[config.mk]
export PLATFORM = sky130hd
export DESIGN_NAME = psb_ctrl
export DESIGN_NICKNAME = d
export VERILOG_FILES = /design/src/rtl/assert_macros.svh /design/src/rtl/psb_pkg.sv /design/src/rtl/psb_ctrl.sv
export SDC_FILE = /design/constraint.sdc
export NUM_CORES = 1
export LEC_CHECK = 0
export BUFFER_PORTS_ARGS = -buffer_cell sky130_fd_sc_hd__buf_2
export CAP_MARGIN = 20
export CORE_AREA = 2 2 39 41
export DETAILED_ROUTE_END_ITERATION = 6
export DIE_AREA = 0 0 41 43
export GPL_TIMING_DRIVEN = 0
export PLACE_DENSITY = 0.58
export SETUP_SLACK_MARGIN = 0.05
export SYNTH_ARGS = -nofsm -noshare
export SYNTH_HDL_FRONTEND = slang
export SYNTH_SLANG_ARGS = --single-unit
export TNS_END_PERCENT = 30
[constraint.sdc]
create_clock -name clk -period 3.22 [get_ports clk]
set_clock_uncertainty 0.1 [all_clocks]
set_input_delay 0.322 -clock clk [delete_from_list [all_inputs] [get_ports clk]]
set_output_delay 0.322 -clock clk [all_outputs]
set_load 0.02 [all_outputs]
[src/rtl/assert_macros.svh]
// ---------------------------------------------------------------------------
// Assertion macros
// Shared concurrent assertion forms for the sieve bitmap RTL.
// ---------------------------------------------------------------------------
`ifndef ASSERT_MACROS_SVH
`define ASSERT_MACROS_SVH

// Check a property at every rising edge, skipped while reset is high.
`define ASSERT_CLK(label, clk, rst, prop, msg) \
  label: assert property (@(posedge clk) disable iff (rst) (prop)) else $error(msg);

// Check that two commands never fire in the same cycle.
`define ASSERT_EXCL(label, clk, rst, a, b, msg) \
  label: assert property (@(posedge clk) disable iff (rst) !((a) && (b))) else $error(msg);

`endif

[src/rtl/psb_pkg.sv]
// ---------------------------------------------------------------------------
// psb_pkg
// Types and codes shared by the sieve bitmap controller and datapath.
// ---------------------------------------------------------------------------
`default_nettype none

package psb_pkg;

  // Operation codes carried by the operation field of an input word.
  localparam logic OP_BUILD = 1'b0;
  localparam logic OP_QUERY = 1'b1;

  typedef enum logic [2:0] {
    ST_IDLE,
    ST_INIT,
    ST_PRIME_RD,
    ST_PRIME_CHK,
    ST_CLEAR,
    ST_RESP
  } psb_state_t;

  // Commands from the controller to the datapath.
  typedef struct packed {
    logic accept_query;
    logic start_build;
    logic init_write;
    logic prime_read;
    logic prime_next;
    logic clear_start;
    logic clear_write;
    logic push_build;
  } psb_cmd_t;

  // Status from the datapath to the controller.
  typedef struct packed {
    logic init_last;
    logic prime_over;
    logic prime_bit;
    logic clear_last;
    logic pend;
    logic out_free;
  } psb_status_t;

endpackage

`default_nettype wire

[src/rtl/psb_ctrl.sv]
// ---------------------------------------------------------------------------
// psb_ctrl
// Sequencer for the sieve: input acceptance, init sweep, prime scan, multiple clearing.
// ---------------------------------------------------------------------------
`default_nettype none

module psb_ctrl (
  input  wire logic                clk,
  input  wire logic                rst,
  input  wire logic                in_valid,
  input  wire logic                operation,
  output logic                     in_ready,
  input  wire psb_pkg::psb_status_t status,
  output psb_pkg::psb_cmd_t        cmd
);
  import psb_pkg::*;

  psb_state_t state;
  psb_state_t state_next;
  logic       accept;

  // Take a word only when idle and the query pending stage can drain.
  assign in_ready = (state == ST_IDLE) && (!status.pend || status.out_free);
  assign accept   = in_valid && in_ready;

  always_ff @(posedge clk) begin
    if (rst) begin
      state <= ST_IDLE;
    end else begin
      state <= state_next;
    end
  end

  always_comb begin
    state_next = state;
    unique case (state)
      ST_IDLE: begin
        if (accept && (operation == OP_BUILD)) begin
          state_next = ST_INIT;
        end
      end
      ST_INIT: begin
        if (status.init_last) begin
          state_next = ST_PRIME_RD;
        end
      end
      ST_PRIME_RD: begin
        if (status.prime_over) begin
          state_next = ST_RESP;
        end else begin
          state_next = ST_PRIME_CHK;
        end
      end
      ST_PRIME_CHK: begin
        if (status.prime_bit) begin
          state_next = ST_CLEAR;
        end else begin
          state_next = ST_PRIME_RD;
        end
      end
      ST_CLEAR: begin
        if (status.clear_last) begin
          state_next = ST_PRIME_RD;
        end
      end
      ST_RESP: begin
        if (status.out_free) begin
          state_next = ST_IDLE;
        end
      end
      default: state_next = ST_IDLE;
    endcase
  end

  always_comb begin
    cmd = '0;
    unique case (state)
      ST_IDLE: begin
        cmd.accept_query = accept && (operation == OP_QUERY);
        cmd.start_build  = accept && (operation == OP_BUILD);
      end
      ST_INIT: begin
        cmd.init_write = 1'b1;
      end
      ST_PRIME_RD: begin
        cmd.prime_read = !status.prime_over;
      end
      ST_PRIME_CHK: begin
        cmd.clear_start = status.prime_bit;
        cmd.prime_next  = !status.prime_bit;
      end
      ST_CLEAR: begin
        cmd.clear_write = 1'b1;
        cmd.prime_next  = status.clear_last;
      end
      ST_RESP: begin
        cmd.push_build = status.out_free;
      end
      default: cmd = '0;
    endcase
  end

endmodule

`default_nettype wire

==> results.py, run 1 <==
metrics = {
    "logic_synthesis": {
        "synth_top_family_by_area": "simple AND/OR/NAND/NOR gates",
        "yosys.area_share.adder_pct": 0,
        "synth_top_area_cell": "dfxtp_1",
        "synth_edf_count": 0,
        "ys_ff_latch": 3,
        "syn_area_um2": 322,
        "synthCells": 37,
        "yosys-top-cells-area": "dfxtp_1 (19%), nor4b_4 (7.4%), buf_6 (7.0%)",
        "synth_flop_cell": "dfxtp_1",
        "ys_seq_area_share_pct": 18.7,
        "synth_warnings": 0,
        "async_flop_share_pct": 0,
        "synth_compound_area_share_pct": 12.1,
        "yosys.area_share.simple_pct": 50.6,
        "synth_cell_types": 25,
        "synthMuxAreaShare_pct": 6.61,
        "syn_nets": 47,
        "synth_top_cells_by_count": "nand2_1 (4), dfxtp_1 (3)",
        "yosysMostFrequentCell": "nand2_1",
        "synth_xor_area_share_pct": 2.72,
        "synth_top_area_share_pct": 18.7,
        "syn_avg_cell_area_um2": 8.69,
    },
    "finish": {
        "largest_registers": "state (3)",
        "final_nets": 70,
        "largest_register_ff_count": 3,
        "layout-drive-gt1-share_pct": 49.2,
        "antenna_cells": 0,
        "n_fill_cell": 153,
        "multiInputGateArea_um2": 231,
        "seq_area_um2": 60.1,
        "largest_register": "state",
        "area_growth_pct": 42.4,
        "fin_area_um2": 458,
        "stdcell_count": 75,
    },
    "placed_design": {
        "place_ws_ps": 1710,
        "place_congestion": 0.696,
        "hpwl_um": 573,
        "placed_cell_area_um2": 432,
        "post-place-cells": 71,
        "portBuffers": 18,
    },
    "route": {
        "drt_iter0_drc": 2,
        "drc": 0,
        "wl_per_cell_um": 9.33,
        "dr.pass1.iters": 2,
        "ant_nets": 0,
        "num_vias": 339,
        "viasPerCell": 4.52,
        "routed_wl_um": 700,
    },
    "clocking": {
        "postCtsHoldBufs": 0,
        "clk_path_buf_depth": 2,
        "cts_made_buffers": 3,
        "cts_sinks": 3,
        "post_cts_resize_count": 0,
        "post_cts_buffers": 0,
        "root_buffer": "clkbuf_4",
        "cts_tree": "yes",
        "htree_levels": 1,
        "path_clk_slew_ps": 40,
        "clkLatencyLatePin_ps": 230,
    },
    "flow_run": {
        "drv_cap": 0,
    },
    "power": {
        "leakagePower_nw": 0.235,
        "p_per_area_mw_per_mm2": 510,
        "irDropWorstVdd_v": 0.000138,
    },
    "critical_path": {
        "ff2ff_path_depth": 4,
        "cp.arrival_ps": 1320,
        "r2r-start": "state[0]",
        "cp-startpoint": "state[1]",
        "critPathRequiredTime_ps": 2800,
        "cp-start-kind": "register",
        "criticalPathCategory": "reg -> out",
        "rrSetupSlack_ps": 1950,
        "cp_max_fo": 6,
        "cp-end-kind": "primary output",
        "rr_endpoint": "state[2]",
    },
    "die": {
        "coreArea_mm2": 0.00138,
        "io_pins": 19,
        "dieHeight_um": 43,
        "initial_core_util_pct": 23.2,
        "num_rows": 14,
        "die_area_mm2": 0.00176,
        "die_w_um": 41,
    },
    "timing": {
        "slew-limit-headroom_pct": 80.8,
        "setup_viol": 0,
        "rsz0062_at_grt": "false",
        "final-max-slew-violation-count": 0,
        "min_period_ps": 1740,
        "final.setup.tns_ps": 0,
        "fin_ws_ps": 1480,
        "hold_viol": 0,
        "worst_pin_slew_ps": 288,
        "finalCritPeriodShare_pct": 54.1,
        "fmax_mhz": 574,
    },
    "global_route": {
        "grt_max_degree": 11,
        "grt_first_pass_wirelength_mm": 1.12,
        "global_route.usage.total_pct": 9.84,
        "antenna_found_initial": 0,
        "grt_overflow": 0,
        "grt_pass1_vias": 302,
    },
    "hold_path": {
        "hold_path_class": "in -> reg",
        "holdPathStages": 2,
        "min-delay-start": "rst",
        "min_to": "state[2]",
    },
    "outcome": {
        "outcome": "complete, no violations",
    },
}
==> metrics by stage <==
step / total power, mW / util [%] / hold WS, ps
after floorplan: 0.140 / - / 291
after global placement: 0.170 / 31.2 / 439
after CTS: 0.239 / 33.1 / 196
final: 0.234 / 33.1 / 201
after detailed placement: 0.170 / 31.2 / 443
after global routing: 0.252 / 33.1 / 210
==> where the power goes <==
| group | total [mW] | internal (mW) | switching [mW] |
|---|---|---|---|
| clock | 0.0660 | 0.0464 | 0.0196 |
| sequential | 0.0553 | 0.0441 | 0.0112 |
| combinational | 0.112 | 0.0552 | 0.0572 |
==> cells by family (layout without fill, tap and decap cells) <==
| group | count (synthesis) | after routing |
|---|---|---|
| and+or+nand+nor | 21 | 21 |
| DFF | 3 | 3 |
| muxes | 2 | 2 |
| buffers and inverters | 4 | 26 |
| AOI/OAI and AO/OA | 6 | 6 |
| xor gates and xnor gates | 1 | 1 |
==> layout by cell type (no fill, tap or decap) <==
cell	count
nand4_1	1
nor3b_1	2
and3_1	2
nor3_1	1
dfxtp_1	3
nor2b_1	2
mux2i_1	1
nor4b_4	1
buf_2	18
nand2b_1	1
nand2_1	4
and3_2	1
nor4_4	1
o22ai_1	1
nor3b_2	1
nor2_1	2
o21ai_0	1
and3b_1	1
a22o_1	1
nand2b_2	1
clkbuf_1	1
a21oi_1	2
a211o_1	1
inv_1	2
buf_6	2
mux2_2	1
clkbuf_4	3
xor2_1	1
==> worst max-delay path by stage <==
stage	endpoint	slack, ps	cells past startpoint
finish	cmd[3]	1480	4
global route	cmd[3]	1340	4
CTS	cmd[3]	1450	4
detailed placement	cmd[3]	1710	4
global placement	cmd[3]	1700	4
floorplan	cmd[6]	1610	3
==> metal layers <==
metal,global-route usage (%),part of all wire [%],vias to the layer above,routed length [um]
met3,3.14,7.0,2,49
met5,0,0,-,0
met1,12.5,43,144,301
met2,12.8,48,15,335
met4,8.00,1.9,0,13
li1,-,-,178,-
==> worst max-delay path, cell delays in order (launching register included) <==
cell	delay, ps
dfxtp_1	470
nor2b_1	230
nand2_1	70
o22ai_1	130
buf_2	180
==> cell type report <==
| cell class | count | share of cell area (%) |
|---|---|---|
| clock buffers | 4 | 5.74 |
| multi-input cells | 30 | 50.5 |
| flip-flops and latches | 3 | 13.1 |
| well taps | 16 | 4.37 |
| inverters | 2 | 1.64 |
| plain buffers | 2 | 4.92 |
| repair buffers | 18 | 19.7 |
No activity file was read; power rests on OpenSTA's default activity.
==> inputs of run 2 (changes only) <==
--- a/config.mk
+++ b/config.mk
@@ -5,13 +5,14 @@
 export SDC_FILE = /design/constraint.sdc
 export NUM_CORES = 1
 export LEC_CHECK = 0
+export ABC_AREA = 1
 export BUFFER_PORTS_ARGS = -buffer_cell sky130_fd_sc_hd__buf_2
 export CAP_MARGIN = 20
 export CORE_AREA = 2 2 39 41
 export DETAILED_ROUTE_END_ITERATION = 6
 export DIE_AREA = 0 0 41 43
 export GPL_TIMING_DRIVEN = 0
-export PLACE_DENSITY = 0.58
+export PLACE_DENSITY = 0.56
 export SETUP_SLACK_MARGIN = 0.05
 export SYNTH_ARGS = -nofsm -noshare
 export SYNTH_HDL_FRONTEND = slang
==> constraint.sdc (replaced) <==
create_clock -name clk -period 1.4 [get_ports clk]
set_clock_uncertainty 0.1 [all_clocks]
set_input_delay 0.14 -clock clk [delete_from_list [all_inputs] [get_ports clk]]
set_output_delay 0.14 -clock clk [all_outputs]
set_load 0.02 [all_outputs]
==> results.py, run 2 <==
metrics = {
    "outcome": {
        "outcome": "finished, violations left",
        "violations": "negative setup slack",
    },
    "clocking": {
        "root_buffer": "clkbuf_4",
        "clkLatencyLatePin_ps": 230,
        "htree_levels": 1,
        "cts_tree": "yes",
        "path_clk_slew_ps": 40,
        "clk_path_buf_depth": 2,
        "cts_made_buffers": 3,
        "cts_sinks": 3,
    },
    "logic_synthesis": {
        "synth_top_family_by_area": "simple AND/OR/NAND/NOR gates",
        "synth_top_area_share_pct": 21.0,
        "syn_area_um2": 287,
        "synthMuxAreaShare_pct": 0,
        "synth_cell_types": 17,
        "synth_top_area_cell": "dfxtp_1",
        "async_flop_share_pct": 0,
        "ys_ff_latch": 3,
        "syn_nets": 59,
        "synth_top_cells_by_count": "nor2_1 (11), inv_1 (10), nand2_1 (9)",
        "synthCells": 49,
        "synth_warnings": 0,
        "yosys.area_share.simple_pct": 45.0,
        "ys_seq_area_share_pct": 21.0,
        "synth_edf_count": 0,
        "yosys.area_share.adder_pct": 0,
        "syn_avg_cell_area_um2": 5.85,
        "synth_compound_area_share_pct": 19.7,
        "synth_xor_area_share_pct": 0,
        "yosys-top-cells-area": "dfxtp_1 (21%), nor2_1 (14%), inv_1 (13%)",
        "synth_flop_cell": "dfxtp_1",
        "yosysMostFrequentCell": "nor2_1",
    },
    "finish": {
        "largest_registers": "state (3)",
        "fin_area_um2": 568,
        "mostFrequentLayoutCells": "buf_2 (10), buf_4 (10), inv_1 (8)",
        "final_util_pct": 41.0,
        "final_nets": 89,
        "largest_register_ff_count": 3,
        "layout-drive-gt1-share_pct": 60.3,
        "area_growth_pct": 98.3,
        "antenna_cells": 0,
        "stdcell_count": 94,
        "n_fill_cell": 150,
        "largest_register": "state",
    },
    "route": {
        "num_vias": 410,
        "drc": 0,
        "drt_iter0_drc": 5,
        "ant_nets": 0,
        "routed_wl_um": 851,
        "viasPerCell": 4.36,
        "wl_per_cell_um": 9.05,
        "dr.pass1.iters": 4,
    },
    "power": {
        "power_uw": 846,
        "p_per_area_mw_per_mm2": 1490,
        "irDropWorstVdd_v": 0.000524,
        "leakagePower_nw": 0.308,
    },
    "die": {
        "num_rows": 14,
        "coreArea_mm2": 0.00138,
        "die_area_mm2": 0.00176,
        "dieHeight_um": 43,
        "initial_core_util_pct": 20.7,
        "die_w_um": 41,
        "io_pins": 19,
    },
    "timing": {
        "final.setup.tns_ps": -96.9,
        "finalCritPeriodShare_pct": 104,
        "setup_viol": 2,
        "holdWs_ps": 86.8,
        "hold_viol": 0,
        "final-max-slew-violation-count": 0,
        "slew-limit-headroom_pct": 83.4,
        "worst_pin_slew_ps": 248,
        "min_period_ps": 1460,
        "fmax_mhz": 686,
        "rsz0062_at_grt": "true",
        "fin_ws_ps": -57.8,
    },
    "critical_path": {
        "cp.arrival_ps": 1220,
        "path_cells": "nor2_4, nand2_4, a21oi_4, nand2_2, nor2_2, buf_6",
        "critPathRequiredTime_ps": 1160,
        "slowest_stage": "dfxtp_4",
        "criticalPathCategory": "reg -> out",
        "cp-end-kind": "primary output",
        "cp_max_fo": 4,
        "cp.depth": 6,
        "crit_family": "simple AND/OR/NAND/NOR gates",
        "critPathBufInv": 1,
        "rrSetupSlack_ps": 10,
        "critPathMaxStageDelay_ps": 350,
        "ff2ff_path_depth": 8,
        "cp-start-kind": "register",
    },
    "placed_design": {
        "placed_cell_area_um2": 415,
        "post-place-cells": 83,
        "place_ws_ps": 20.0,
        "hpwl_um": 594,
        "place_congestion": 0.731,
        "portBuffers": 18,
    },
    "global_route": {
        "grt_pass1_vias": 382,
        "grt_first_pass_wirelength_mm": 1.33,
        "global_route.usage.total_pct": 11.0,
        "antenna_found_initial": 0,
        "grt_max_degree": 7,
        "grt_overflow": 0,
    },
    "flow_run": {
        "drv_cap": 0,
    },
    "hold_path": {
        "holdPathStages": 3,
        "hold_path_class": "in -> reg",
    },
}
[run 2: changes by cell type after synthesis, sizes merged, moves of 3 or more]
cell,delta
and3,-3
inv,+9
nand2,+5
nand3,+4
nor2,+10
nor3b,-3
[run 2: area by class of cell]
type / instances / area, um2 / share of cell area, %
tap: 16 / 20.0 / 3.52
inverter: 11 / 41.3 / 7.27
timing repair buffer: 25 / 180 / 31.7
sequential: 3 / 68.8 / 12.1
clock buffer: 4 / 26.3 / 4.63
multi-input combinational: 35 / 231 / 40.7
[run 2: repair_timing]
action,CTS,global route
endpoints found under the hold margin,2,0
setup buffers,5,1
resized for setup,22,6
pin swaps,6,5
setup endpoints to repair,8,12
hold buffers,1,0
[run 2: worst paths after layout]
check                           startpoint       end
worst min register to register    state[0]  state[0]
worst max-delay path              state[2]    cmd[6]
worst min-delay path             status[4]  state[2]
worst max register to register    state[2]  state[1]
[run 2: per-layer routing]
metal / global-route usage, % / routed length [um] / part of all wire, %
met5: 0 / 0 / 0
met4: 8.00 / 0 / 0
met3: 1.57 / 42 / 4.9
met2: 17.8 / 475 / 56
met1: 12.1 / 333 / 39
[run 2: report_power, final]
group / internal (mW) / total (mW) / switching [mW] / leakage [nW]
Sequential: 0.115 / 0.145 / 0.0300 / 0.0264
Combinational: 0.262 / 0.552 / 0.290 / 0.266
Clock: 0.107 / 0.150 / 0.0429 / 0.0150
[run 2: kinds of logic (layout without fill, tap and decap cells)]
kind of cell,after synthesis,in the layout
and+or+nand+nor,29,29
DFF,3,3
AOI/OAI and AO/OA,6,6
buffers and inverters,11,40
[run 2: worst min-delay path: stages]
cell      delay, ps
buf_2           100
a211oi_1         70
nor2_1           70
